===== config.mk =====
export PLATFORM = sky130hd
export DESIGN_NAME = locu_ctrl
export DESIGN_NICKNAME = d
export VERILOG_FILES = /design/src/design/locu_pkg.sv /design/src/design/locu_ctrl.sv
export SDC_FILE = /design/constraint.sdc
export NUM_CORES = 1
export LEC_CHECK = 0
export BUFFER_PORTS_ARGS = -buffer_cell sky130_fd_sc_hd__clkbuf_2
export CORE_AREA = 2 2 39 41
export DETAILED_ROUTE_END_ITERATION = 8
export DIE_AREA = 0 0 41 43
export SLEW_MARGIN = 20
export SYNTH_ARGS = -nofsm -noshare
export SYNTH_HDL_FRONTEND = slang
export SYNTH_SLANG_ARGS = --single-unit

===== constraint.sdc =====
create_clock -name clk_i -period 0.9 [get_ports clk_i]
set_input_delay 0.09 -clock clk_i [delete_from_list [all_inputs] [get_ports clk_i]]
set_output_delay 0.09 -clock clk_i [all_outputs]
set_load 0.1 [all_outputs]

===== src/design/locu_pkg.sv =====
`timescale 1ns / 1ps
// ----------------------------------------------------------------------------
// locu_pkg
// Types and constants shared by the occupancy cell updater modules.
// ----------------------------------------------------------------------------
package locu_pkg;

  localparam int CfgIdxW = 3;

  typedef enum logic [1:0] {
    MODE_OBSERVE = 2'd0,
    MODE_APPLY   = 2'd1,
    MODE_RESET   = 2'd2,
    MODE_QUERY   = 2'd3
  } mode_e;

  typedef enum logic [1:0] {
    CLASS_UNKNOWN  = 2'd0,
    CLASS_FREE     = 2'd1,
    CLASS_OCCUPIED = 2'd2
  } class_e;

  typedef enum logic [CfgIdxW-1:0] {
    CFG_HIT_STEP  = 3'd0,
    CFG_MISS_STEP = 3'd1,
    CFG_CLAMP_MAX = 3'd2,
    CFG_CLAMP_MIN = 3'd3,
    CFG_OCC_THR   = 3'd4,
    CFG_FREE_THR  = 3'd5
  } cfg_idx_e;

  typedef enum logic [2:0] {
    ST_CLEAR,
    ST_IDLE,
    ST_QREAD,
    ST_CREAD,
    ST_CALC,
    ST_DONE
  } state_e;

  typedef struct packed {
    mode_e       mode;
    logic [15:0] cell_index;
    logic        is_hit;
  } in_t;

  typedef struct packed {
    logic [15:0]        cell_id;
    logic signed [15:0] cell_log_odds;
    class_e             class_before;
    class_e             class_after;
    logic               class_changed;
    logic               queue_was_empty;
    logic               count_saturated;
  } out_t;

  // controller -> datapath
  typedef struct packed {
    logic clear_step;
    logic accept;
    logic empty_result;
    logic oor_result;
    logic q_read;
    logic c_read_in;
    logic c_read_q;
    logic simple_finish;
    logic mul;
    logic apply_finish;
    logic load_out;
  } cmd_t;

  // datapath -> controller
  typedef struct packed {
    logic in_apply;
    logic in_oor;
    logic queue_empty;
    logic mode_apply_q;
    logic clear_last;
    logic out_free;
  } status_t;

endpackage


===== src/design/locu_ctrl.sv =====
`timescale 1ns / 1ps
// ----------------------------------------------------------------------------
// locu_ctrl
// Sequencer: clearing pass, then one item at a time through the datapath.
// ----------------------------------------------------------------------------
module locu_ctrl import locu_pkg::*; (
  input  logic    clk_i,
  input  logic    rst_ni,
  input  logic    in_valid_i,
  output logic    in_stall_o,
  input  status_t st_i,
  output cmd_t    cmd_o
);

  state_e state_q, state_d;

  // state register
  always_ff @(posedge clk_i or negedge rst_ni) begin
    if (!rst_ni) begin
      state_q <= ST_CLEAR;
    end else begin
      state_q <= state_d;
    end
  end

  // next state
  always_comb begin
    state_d = state_q;
    case (state_q)
      ST_CLEAR: begin
        if (st_i.clear_last) state_d = ST_IDLE;
      end
      ST_IDLE: begin
        if (in_valid_i) begin
          if (st_i.in_apply) begin
            state_d = st_i.queue_empty ? ST_DONE : ST_QREAD;
          end else begin
            state_d = st_i.in_oor ? ST_DONE : ST_CREAD;
          end
        end
      end
      ST_QREAD: state_d = ST_CREAD;
      ST_CREAD: state_d = st_i.mode_apply_q ? ST_CALC : ST_DONE;
      ST_CALC:  state_d = ST_DONE;
      ST_DONE: begin
        if (st_i.out_free) state_d = ST_IDLE;
      end
      default: state_d = ST_CLEAR;
    endcase
  end

  // commands
  always_comb begin
    cmd_o = '0;
    in_stall_o = (state_q != ST_IDLE);
    case (state_q)
      ST_CLEAR: cmd_o.clear_step = 1'b1;
      ST_IDLE: begin
        if (in_valid_i) begin
          cmd_o.accept = 1'b1;
          if (st_i.in_apply) begin
            cmd_o.empty_result = st_i.queue_empty;
            cmd_o.q_read       = !st_i.queue_empty;
          end else begin
            cmd_o.oor_result = st_i.in_oor;
            cmd_o.c_read_in  = !st_i.in_oor;
          end
        end
      end
      ST_QREAD: cmd_o.c_read_q = 1'b1;
      ST_CREAD: begin
        cmd_o.mul           = st_i.mode_apply_q;
        cmd_o.simple_finish = !st_i.mode_apply_q;
      end
      ST_CALC: cmd_o.apply_finish = 1'b1;
      ST_DONE: cmd_o.load_out = st_i.out_free;
      default: cmd_o = '0;
    endcase
  end

endmodule


# == After elaboration in Yosys (flattened, before gate mapping) ==
# Cells that the tools add are included.
# word_totals
out_inout_bits,12
in_bits,9
register_bits,3
# op_classes
eq_ne,9
mux,19
reduce_logical,5
# ops
op,count
3-bit 2-to-1 mux,6
3-bit one-hot mux with 6 select lines,1
5-bit 2-to-1 mux,2
1-bit 2-to-1 mux,9
3-bit by 2-bit == test with 1-bit output (second input constant),2
3-bit == test (second input constant),2
2-bit != test (second input constant),3
3-bit by 1-bit == test with 1-bit output (second input constant),1
1-bit logical NOT,3
3-bit logical NOT,1
3-bit by 1-bit != test with 1-bit output (second input constant),1
3-bit AND reduction,1
2-bit 2-to-1 mux,1

# == Depth between registers and ports, before layout ==
# Gate-level depths: netlist of run 1.
# depth
word_depth,4
mapped_depth,6
mapped_depth_nobuf,5

# == Least setup slack after synthesis of run 1 ==
# Ideal clock, no wire load.
# synth_timing
kind,reg2out
start,reg state_q[1]
end,out cmd_o[7] (netlist bit)
t_arrival_ns,2.924
required_time_ns,0.810
setup_slack_ns,-2.114
stages_incl_launch_ff,5
path_cell_list,dfrtp_1 > buf_6 > nor2_4 > nand3_2 > nor3b_1
# synth_lines
element,line,rtl
"start, declared",locu_ctrl.sv:15,"state_e state_q, state_d;"
"start signal, assigned",locu_ctrl.sv:22,state_q <= state_d;
"end, declared",locu_ctrl.sv:12,output cmd_t cmd_o

==> results, run 1 <==
- The category of the worst setup path launch point is a flop.
- The type of the worst min-delay path is in2async.
- The run finished, with violations left.
- The data required time at the worst endpoint is 0.81 ns.
- The most common cell after layout, fill and taps aside is sky130_fd_sc_hd__buf_12.
- Of the synthesized area, sequential elements account for 21.6%.
- The critical path class is reg2out.
- The cell sitting at the root of the clock tree is a sky130_fd_sc_hd__clkbuf_4.
- Entering global routing, the biggest net connects 13 pins.
- The combined flip-flop and latch cell area is approximately 76 um^2.
- For the final database, setup skew stands at between 0.002 and 0.003 ns.
- The register bit count reported by yosys is 3.
- The die is 41 um wide.
- In this run, synthesis inferred 0 flip-flops with an integrated enable.
- The average routed wire per standard cell is around 12 um.
- The die covers 1760 um^2.
- The achievable clock frequency is slightly below 0.7 GHz.
- The antenna violation net count after detailed routing is 0.
- The start point of the critical path is state_q[2]$_DFFE_PN0P_.
- The register with the highest flop count is state_q.
- Once the floorplan was initialized, standard cells occupied 25.1% of the core.
- The maximum number of buffers from clock root to sink is 2.
- Cells fill 61.6% of the core in the end.
- The chip height is 43 um.
- The endpoint type of the worst setup path is a primary output.
- The number of ports placed on the die boundary is 21.
- The weighted congestion reported at the end of routability-driven placement is 0.856.
- Max-cap violations in this run came to 0.
- Of the available clock period, the critical path in the final layout requires 160%.
- For this run, the total global-route usage over all layers was measured as 15.3%.
- The final reports fail on setup timing.
- The area of the placeable core is 1380 um^2.
- The number of antenna violations at the first check in global routing came to 0.
- The clock-pin slew on the worst setup and hold paths is approximately 0.04 ns.
- The quantity of I/O buffers inserted on ports is 20.
- The post-route DRC violation count is 0.
- The total wire length after detailed routing is 1070 um.
- The post-layout minimum cycle time is 1.44 ns.
- The number of diodes added for antenna fixing is 0.
- The primary flip-flop cell chosen by synthesis mapping is sky130_fd_sc_hd__dfrtp_1.
- In the layout the commonest cells are 12 x sky130_fd_sc_hd__buf_12, 11 x sky130_fd_sc_hd__buf_4, 8 x sky130_fd_sc_hd__clkbuf_2, 4 x sky130_fd_sc_hd__nand2_2.
- The worst slew slack as a fraction of its limit is 86.7%.
- The setup slack of the most critical reg-to-reg path is -0.36 ns.
- In the final layout, the registers with the most flip-flops are state_q: 3 flops.
- Setup repair after global routing could not meet its margin everywhere.
- CTS built an H-tree with a depth of 1.
- In the final layout, the multi-input gates occupy 325 um^2.
- The number of max-slew violations in the final report is 0.
- Compared with the post-synthesis result, the final layout area differs by 145%.
- The count of TritonRoute iterations in the first routing pass is 4.
- The number of warnings printed during yosys synthesis is 0.
- The clock insertion delay at the later pin of the skew report is 0.24 ns.
- CTS saw 3 sinks.
- Summing over every cut layer, the via total after detailed routing is 444.
- The cell count after synthesis is 41.
- The total standard cell area after synthesis is ~350 um^2.
- The number of failing hold endpoints at the final stage was 0.
- The total overflow left after global routing is 0.
- The launch instance of the worst register-to-register path is state_q[1]$_DFFE_PN0P_.
- Along the worst path, the maximum fanout reaches 3.
- The floorplan has 14 rows.
- Counting flops with an async set or reset pin after synthesis yields a share of 100%.
- For this block, the initial DRC count from the detailed router was 5.
- The number of setup violations in the final report is 15.
- The filler cells instantiated in the layout total 111.
- The global-route wire length before repair is 1760 um.
- The vias per cell is 4.83.
- The number of placed instances, taps included, is 82.
- The number of flip-flops in the largest register is 3.
- The data arrival time of the critical path is ~1.4 ns.
- The final cell count without fillers is 92.
- At the pin with the least slew margin, the transition time is 0.194 ns.
- Setup slack on the critical path of the routed design comes to -0.537 ns.
- For this run, the post-layout net count is 86.
- The average instance in the mapped netlist occupies 8.48 um^2.
- Synthesis instantiated 23 different standard cells from the library.
- The via count of the first global-routing pass is 432.
- The number of buffers added by the clock tree synthesis step is 3.
- The CTS tree is built.
- Detailed placement finished with a half-perimeter wire length of between 900 and 1000 um.
- When the netlist entered floorplanning its net count stood at 50.
- The ratio of cells with drive above 1 in the final layout is between 70% and 80%.
## kinds of logic after synthesis
kind of cell | count (synthesis) | share of synthesized area [%]
simple gates | 24 | 43.9
compound gates | 7 | 15.1
buf+inv | 4 | 10.8
mux | 3 | 8.63
flops | 3 | 21.6
## per-layer routing
| metal | GRT usage (%) | vias up | part of all wire (%) | routed length, um |
|---|---|---|---|---|
| met3 | 7.85 | 4 | 6.6 | 71 |
| met2 | 25.0 | 20 | 56 | 597 |
| li1 | - | 217 | - | - |
| met4 | 9.33 | 0 | 2.1 | 23 |
| met1 | 14.0 | 203 | 35 | 378 |
| met5 | 0 | - | 0 | 0 |
## worst max-delay path: stages, from the launching register on
cell	delay (ns)
sky130_fd_sc_hd__dfrtp_1	0.40
sky130_fd_sc_hd__nor2_4	0.15
sky130_fd_sc_hd__nand3_4	0.12
sky130_fd_sc_hd__clkinv_4	0.07
sky130_fd_sc_hd__and3_4	0.19
sky130_fd_sc_hd__buf_12	0.17
## Yosys cell counts, types with 2 or more instances
cell                      instances  share of area (%)
sky130_fd_sc_hd__nor3_1           2                2.9
sky130_fd_sc_hd__dfrtp_1          3                 22
sky130_fd_sc_hd__buf_6            3                9.7
sky130_fd_sc_hd__nor2_1           3                3.2
sky130_fd_sc_hd__nand2_1          6                6.5
sky130_fd_sc_hd__and3_1           2                3.6
sky130_fd_sc_hd__nor3b_1          2                4.3
sky130_fd_sc_hd__o21ai_2          2                5.0
sky130_fd_sc_hd__nor2b_1          2                3.6
sky130_fd_sc_hd__mux2i_1          3                8.6
## timing repair
action / CTS / global route
endpoints found under the setup margin: 15 / 15
buffers inserted: 4 / 1
pin swaps: 6 / 4
hold buffers: 1 / 0
gates resized for setup: 5 / 4
hold endpoints to repair: 3 / 0
## path summary, 6_finish.rpt
kind                            cells after the start                     end
worst max-delay path                                5                cmd_o[8]
max in group asynchronous                           2  state_q[0]$_DFFE_PN0P_
min in group clk_i                                  4  state_q[2]$_DFFE_PN0P_
worst max register to register                      5  state_q[1]$_DFFE_PN0P_
worst min register to register                      2  state_q[2]$_DFFE_PN0P_
worst min-delay path                                2  state_q[1]$_DFFE_PN0P_
## layout make-up
class	count	area share, %
tap	16	2.35
multi-input combinational	34	38.2
clock buffer	4	3.08
inverter	1	1.03
timing repair buffer	34	46.4
sequential	3	8.96
## stage by stage
stage	worst slack [ns]	hold WS [ns]	cell area (um^2)	setup TNS (ns)
after floorplan	-0.837	-0.206	430	-7.24
after global placement	-0.334	-0.105	757	-3.80
after detailed placement	-0.354	-0.106	757	-4.02
after CTS	-0.588	0.185	836	-7.20
after global routing	-0.604	0.193	852	-7.73
final	-0.537	0.185	852	-6.95
Power of run 1 is not shown: default switching activity piles up to over one toggle a cycle in this logic, so the estimate is an artifact.
==> run 2, diff against run 1 <==
--- a/config.mk
+++ b/config.mk
@@ -9,6 +9,7 @@
 export CORE_AREA = 2 2 39 41
 export DETAILED_ROUTE_END_ITERATION = 8
 export DIE_AREA = 0 0 41 43
+export PLACE_DENSITY = 0.61
 export SLEW_MARGIN = 20
 export SYNTH_ARGS = -nofsm -noshare
 export SYNTH_HDL_FRONTEND = slang
==> results, run 2 (synthesis gave the netlist of run 1 again) <==
- The data arrival time of the critical path came to 1.37 ns (+0.02 ns).
- The pin slew with the least headroom to its limit is 0.210 ns (+0.0158 ns).
- The die outline area came to 1760 um^2 (unchanged).
- The global router's overall resource usage was 15.5% (+0.19 points).
- The checks that failed: setup timing.
- The ratio of cells with drive above 1 in the final layout is 70.8% (-5.5 points).
- The number of ports placed on the die boundary was 21 (unchanged).
- The worst slew slack as a fraction of its limit was 85.6% (-1.1 points).
- Setup repair after global routing could not meet its margin everywhere.
- The vias per cell was 4.85 (+0.54%).
- The number of standard-cell rows in the floorplan is 14 (unchanged).
- The largest registers in the layout are state_q: 3 flops.
- The maximum number of buffers from clock root to sink is 2 (unchanged).
- The number of failing hold endpoints at the final stage is 0 (unchanged).
- The weighted congestion reported at the end of routability-driven placement was 0.877 (+2.5%).
- The area of the placeable core is 1380 um^2 (unchanged).
- The worst clock skew is 0.00237 ns (-0.000539 ns).
- The final core area utilization was 58.9% (-2.7 points).
- The total of fill cells in the finished design is 112 (+0.90%).
- The count of maximum capacitance violations was 0 (unchanged).
- The post-layout minimum cycle time is 1.46 ns (+0.0271 ns).
- The part of the cycle the worst path needs came to 163% (+3.0 points).
- The run finished, with violations left.
- The average routed wire per standard cell is 12.1 um (+4.3%).
- The final cell count without fillers came to 88 (-4.3%).
- Leaving out fill and tap cells, the most frequent cells in the layout are 12 x sky130_fd_sc_hd__buf_12, 8 x sky130_fd_sc_hd__clkbuf_2, 7 x sky130_fd_sc_hd__buf_4, 4 x sky130_fd_sc_hd__nand2_1.
- The number of diodes added for antenna fixing came to 0 (unchanged).
- The detailed placer's ending HPWL is 904 um (-2.3%).
- The number of antenna violations at the first check in global routing came to 0 (unchanged).
- The clock-pin slew on the worst setup and hold paths is 0.04 ns (about the same).
- The critical path is of the reg2out type.
- The via count is 427 (-3.8%).
- The critical-path maximum fanout is 3 (unchanged).
- The count of TritonRoute iterations in the first routing pass is 2 (-2).
- The total overflow reported by the global router was 0 (unchanged).
- The number of max-slew violations in the final report is 0 (unchanged).
- The achievable clock frequency is 0.683 GHz (-1.9%).
- The placed instance count is 82 (unchanged).
- The clock sink count is 3 (unchanged).
- The maximum number of pins on one net before global-route repair was 13 (unchanged).
- The global-route wire length before repair is 1810 um (+2.7%).
- The number of setup violations in the final report is 15 (unchanged).
- The global routing met2 resource utilization is 24.1% (-0.94 points).
- The final-stage net count is 82 (-4.7%).
- The chip height is 43 um (unchanged).
- The width of the chip is 41 um (unchanged).
- The H-tree depth reported by CTS is 1 (unchanged).
- The worst hold path belongs to the class in2async.
- The area added between synthesis and finish is 134%.
- The met3 demand-to-capacity share in global routing came to 6.28% (-1.6 points).
- In this run the most used layer during global routing was met2.
- The library cell used most frequently in the layout, excluding fill and tap cells, is sky130_fd_sc_hd__buf_12.
- The CTS tree is built.
- The via count of the first global-routing pass is 423 (-2.1%).
- The final worst slack is -0.564 ns (-0.0271 ns).
- Counting flops per register, the top entry is state_q.
- The total wire length after detailed routing is 1070 um (-0.28%).
- The quantity of I/O buffers inserted on ports came to 20 (unchanged).
- The routing usage on met1 came to 17.2% (+3.2 points).
- The antenna violation net count after detailed routing is 0 (unchanged).
- The post-route DRC violation count was 0 (unchanged).
- The worst setup path is launched from a flop.
- The minimum setup slack after placement is -0.338 ns (+0.0167 ns).
- The aggregate negative setup slack came to -6.82 ns (+0.130 ns).
- The number of buffers added by the clock tree synthesis step was 3 (unchanged).
- STA classifies the critical path endpoint as a primary output.
- The clock insertion delay at the later pin of the skew report is 0.23 ns (about the same).
- The number of flip-flops in the largest register was 3 (unchanged).
- The initial cell density of the core is 25.1% (unchanged).
- The starting DRC count in detailed routing came to 3 (-2).
- The data required time at the worst endpoint is 0.81 ns (about the same).
- The cell at the root of the clock tree is sky130_fd_sc_hd__clkbuf_4.
-- run 2: changes by cell type in the layout (fill, tap and decap cells not counted), sizes merged --
cell  previous run  this run
buf             25        21
-- run 2: layer usage --
metal | up-vias | share of wire (%)
met3 | 0 | 5.1
met1 | 200 | 38
met2 | 15 | 57
met4 | 0 | 0
li1 | 212 | -
met5 | - | 0
-- run 2: final cells by class --
type / count / area, um^2 / area share (%)
tap: 16 / 20.0 / 2.46
sequential: 3 / 76.3 / 9.37
clock buffer: 4 / 26.3 / 3.23
multi-input combinational: 34 / 318 / 39.0
inverter: 1 / 8.76 / 1.08
timing repair buffer: 30 / 365 / 44.9
-- run 2: path summary, 6_finish.rpt --
check	from	endpoint	slack, ns	cells after the start
worst max register to register	state_q[1]$_DFFE_PN0P_	state_q[1]$_DFFE_PN0P_	-0.35	5
worst max-delay path	state_q[1]$_DFFE_PN0P_	cmd_o[7]	-0.56	4
min in group clk_i	st_i[0]	state_q[0]$_DFFE_PN0P_	0.21	4
max in group asynchronous	rst_ni	state_q[0]$_DFFE_PN0P_	0.58	2
worst min-delay path	rst_ni	state_q[0]$_DFFE_PN0P_	0.19	2
worst min register to register	state_q[1]$_DFFE_PN0P_	state_q[0]$_DFFE_PN0P_	0.64	3
-- run 2: repair_timing --
action	in CTS	in global routing
buffers inserted	2	0
hold buffers	1	0
pin swaps	2	5
gates resized for setup	6	1
setup endpoints to repair	15	15
hold endpoints to repair	3	0
-- run 2: through the flow --
step,hold WS [ns],area (um^2)
after CTS,0.190,826
after global routing,0.200,815
final,0.194,815
after floorplan,-0.206,430
after detailed placement,-0.107,757
after global placement,-0.107,757
-- run 2: critical path: stages (launching register included) --
cell,delay (ns)
sky130_fd_sc_hd__dfrtp_1,0.41
sky130_fd_sc_hd__nor2_4,0.15
sky130_fd_sc_hd__nand3_4,0.13
sky130_fd_sc_hd__nor3b_4,0.25
sky130_fd_sc_hd__buf_12,0.21
Power of run 2 is left out for the same reason.
==> run 3, diff against run 2 <==
--- a/config.mk
+++ b/config.mk
@@ -9,7 +9,7 @@
 export CORE_AREA = 2 2 39 41
 export DETAILED_ROUTE_END_ITERATION = 8
 export DIE_AREA = 0 0 41 43
-export PLACE_DENSITY = 0.61
+export PLACE_DENSITY = 0.58
 export SLEW_MARGIN = 20
 export SYNTH_ARGS = -nofsm -noshare
 export SYNTH_HDL_FRONTEND = slang
==> results, run 3 (synthesis gave the netlist of run 1 again) <==
- The kind of cell with the highest combined delay along the critical path is simple AND/OR/NAND/NOR gates.
- The delay of the slowest critical-path stage came to 0.41 ns (about the same).
- The quantity of I/O buffers inserted on ports is 20 (unchanged).
- The achievable clock frequency came to 0.685 GHz (+0.33%).
- The via count of the first global-routing pass came to 418 (-1.2%).
- For this design, the slowest cell found on the critical path is sky130_fd_sc_hd__dfrtp_1.
- The starting DRC count in detailed routing is 4 (+1).
- Traced cell by cell, the critical path runs through nor2_4 > nand3_4 > clkinv_4 > and3_4 > buf_12.
- The die outline area was 1760 um^2 (unchanged).
- The tree is rooted in a sky130_fd_sc_hd__clkbuf_4.
- The post-route DRC violation count is 0 (unchanged).
- The clock insertion delay at the later pin of the skew report is 0.24 ns (about the same).
- The most common cell after layout, fill and taps aside is sky130_fd_sc_hd__buf_12.
- The number of setup violations in the final report is 15 (unchanged).
- The vias per cell is 4.80 (-1.0%).
- The area of the placeable core is 1380 um^2 (unchanged).
- The data arrival time of the critical path is 1.37 ns (about the same).
- The detailed placer's ending HPWL is 845 um (-6.5%).
- The data required time at the worst endpoint was 0.81 ns (about the same).
- The weighted congestion reported at the end of routability-driven placement is 0.775 (-12%).
- The number of diodes added for antenna fixing is 0 (unchanged).
- The antenna violation net count after detailed routing is 0 (unchanged).
- The pin slew with the least headroom to its limit is 0.204 ns (-0.00551 ns).
- The ratio of cells with drive above 1 in the final layout is 73.3% (+2.5 points).
- The number of antenna violations at the first check in global routing is 0 (unchanged).
- In the layout the commonest cells are 12 x sky130_fd_sc_hd__buf_12, 10 x sky130_fd_sc_hd__buf_4, 8 x sky130_fd_sc_hd__clkbuf_2.
- The category of the worst setup path launch point is a flop.
- The final worst slack came to -0.559 ns (+0.00483 ns).
- The area added between synthesis and finish is 144%.
- The total wire length after detailed routing came to 1060 um (-0.84%).
- Ranked by flip-flop count, first place goes to state_q.
- In this run the critical register-to-register path is launched from state_q[1]$_DFFE_PN0P_.
- The worst slew slack as a fraction of its limit is 86.0% (+0.38 points).
- The part of the cycle the worst path needs is 162% (-0.54 points).
- The number of buffers added by the clock tree synthesis step is 3 (unchanged).
- The count of maximum capacitance violations came to 0 (unchanged).
- Setup repair after global routing could not meet its margin everywhere.
- The capturing point of the worst reg2reg path is state_q[1]$_DFFE_PN0P_.
- The global-route wire length before repair came to 1820 um (+0.77%).
- The min-delay analysis places its worst path in the category in2async.
- The number of failing hold endpoints at the final stage is 0 (unchanged).
- The total overflow reported by the global router is 0 (unchanged).
- Tracing the worst setup path back leads to its startpoint at state_q[1]$_DFFE_PN0P_.
- The worst clock skew came to 0.00490 ns (+0.00253 ns).
- The count of cells along the worst register-to-register path is 5 (unchanged).
- The clock sink count is 3 (unchanged).
- The average routed wire per standard cell is 11.6 um (-4.1%).
- The aggregate negative setup slack is -7.10 ns (-0.285 ns).
- The checks that failed: setup timing.
- The post-layout minimum cycle time is 1.46 ns (-0.00483 ns).
- The count of buffer and inverter cells on the critical path was 2 (+1).
- The count of TritonRoute iterations in the first routing pass came to 2 (unchanged).
- The final-stage net count is 85 (+3.7%).
- The setup slack of the most critical reg-to-reg path came to -0.36 ns (about the same).
- The width of the chip was 41 um (unchanged).
- The initial cell density of the core is 25.1% (unchanged).
- The largest registers in the layout are state_q: 3 flops.
- The maximum number of pins on one net before global-route repair came to 13 (unchanged).
- The via count was 437 (+2.3%).
- The clock-pin slew on the worst setup and hold paths is 0.04 ns (about the same).
- The global router's overall resource usage is 15.5% (+0.031 points).
- The CTS tree is built.
- The chip height is 43 um (unchanged).
- The flow ran to the end, but the final reports show violations.
- The number of standard-cell rows in the floorplan is 14 (unchanged).
- The endpoint type of the worst setup path is a primary output.
- The number of max-slew violations in the final report is 0 (unchanged).
- The H-tree depth reported by CTS is 1 (unchanged).
- The maximum number of buffers from clock root to sink is 2 (unchanged).
- The critical-path maximum fanout was 3 (unchanged).
- The worst setup path is of the reg2out kind.
- The number of ports placed on the die boundary was 21 (unchanged).
- The number of flip-flops in the largest register was 3 (unchanged).
==> run 3: cell count changes in the layout (fill, tap and decap cells not counted) <==
cell,delta
sky130_fd_sc_hd__nand2_2,-1
sky130_fd_sc_hd__nand2_4,+2
sky130_fd_sc_hd__nand2_1,-1
sky130_fd_sc_hd__buf_4,+3
==> run 3: final cells by class <==
cell class / instances / area (um^2)
clock buffers: 4 / 26.3
fillers: 123 / 534
inverters: 1 / 8.76
multi-input cells: 34 / 330
flip-flops and latches: 3 / 76.3
well taps: 16 / 20.0
repair buffers: 33 / 388
==> run 3: per-layer routing <==
metal	vias up	track usage, %	routed length [um]	part of all wire, %
met5	-	0	0	0
met3	0	4.71	28	2.6
met1	212	17.3	412	39
li1	216	-	-	-
met4	0	8.00	0	0
met2	9	25.0	617	58
==> run 3: repair_timing <==
item / 4_1_cts / 5_1_grt
cloned: 0 / 0
setup buffers: 4 / 0
pin swaps: 4 / 1
hold endpoints to repair: 3 / 0
endpoints found under the setup margin: 15 / 15
gates resized for setup: 6 / 3
hold buffers: 1 / 0
==> run 3: through the flow <==
stage               area, um^2  hold slack [ns]  util (%)  setup WS [ns]  instances
finish                     850            0.178      61.4         -0.559         91
global route               850            0.186      61.4         -0.641         91
CTS                        842            0.178      60.8         -0.582         91
detailed placement         764           -0.107      55.2         -0.346         83
global placement           764           -0.109      55.2         -0.338         83
floorplan                  430           -0.206         -         -0.837         41
==> run 3: how the worst max path moves through the flow <==
stage	endpoint	depth (start not counted)
after detailed placement	cmd_o[6]	6
after global placement	cmd_o[6]	6
after floorplan	cmd_o[7]	4
after CTS	cmd_o[8]	5
final	cmd_o[8]	5
after global routing	cmd_o[6]	6
Power of run 3 is left out for the same reason.
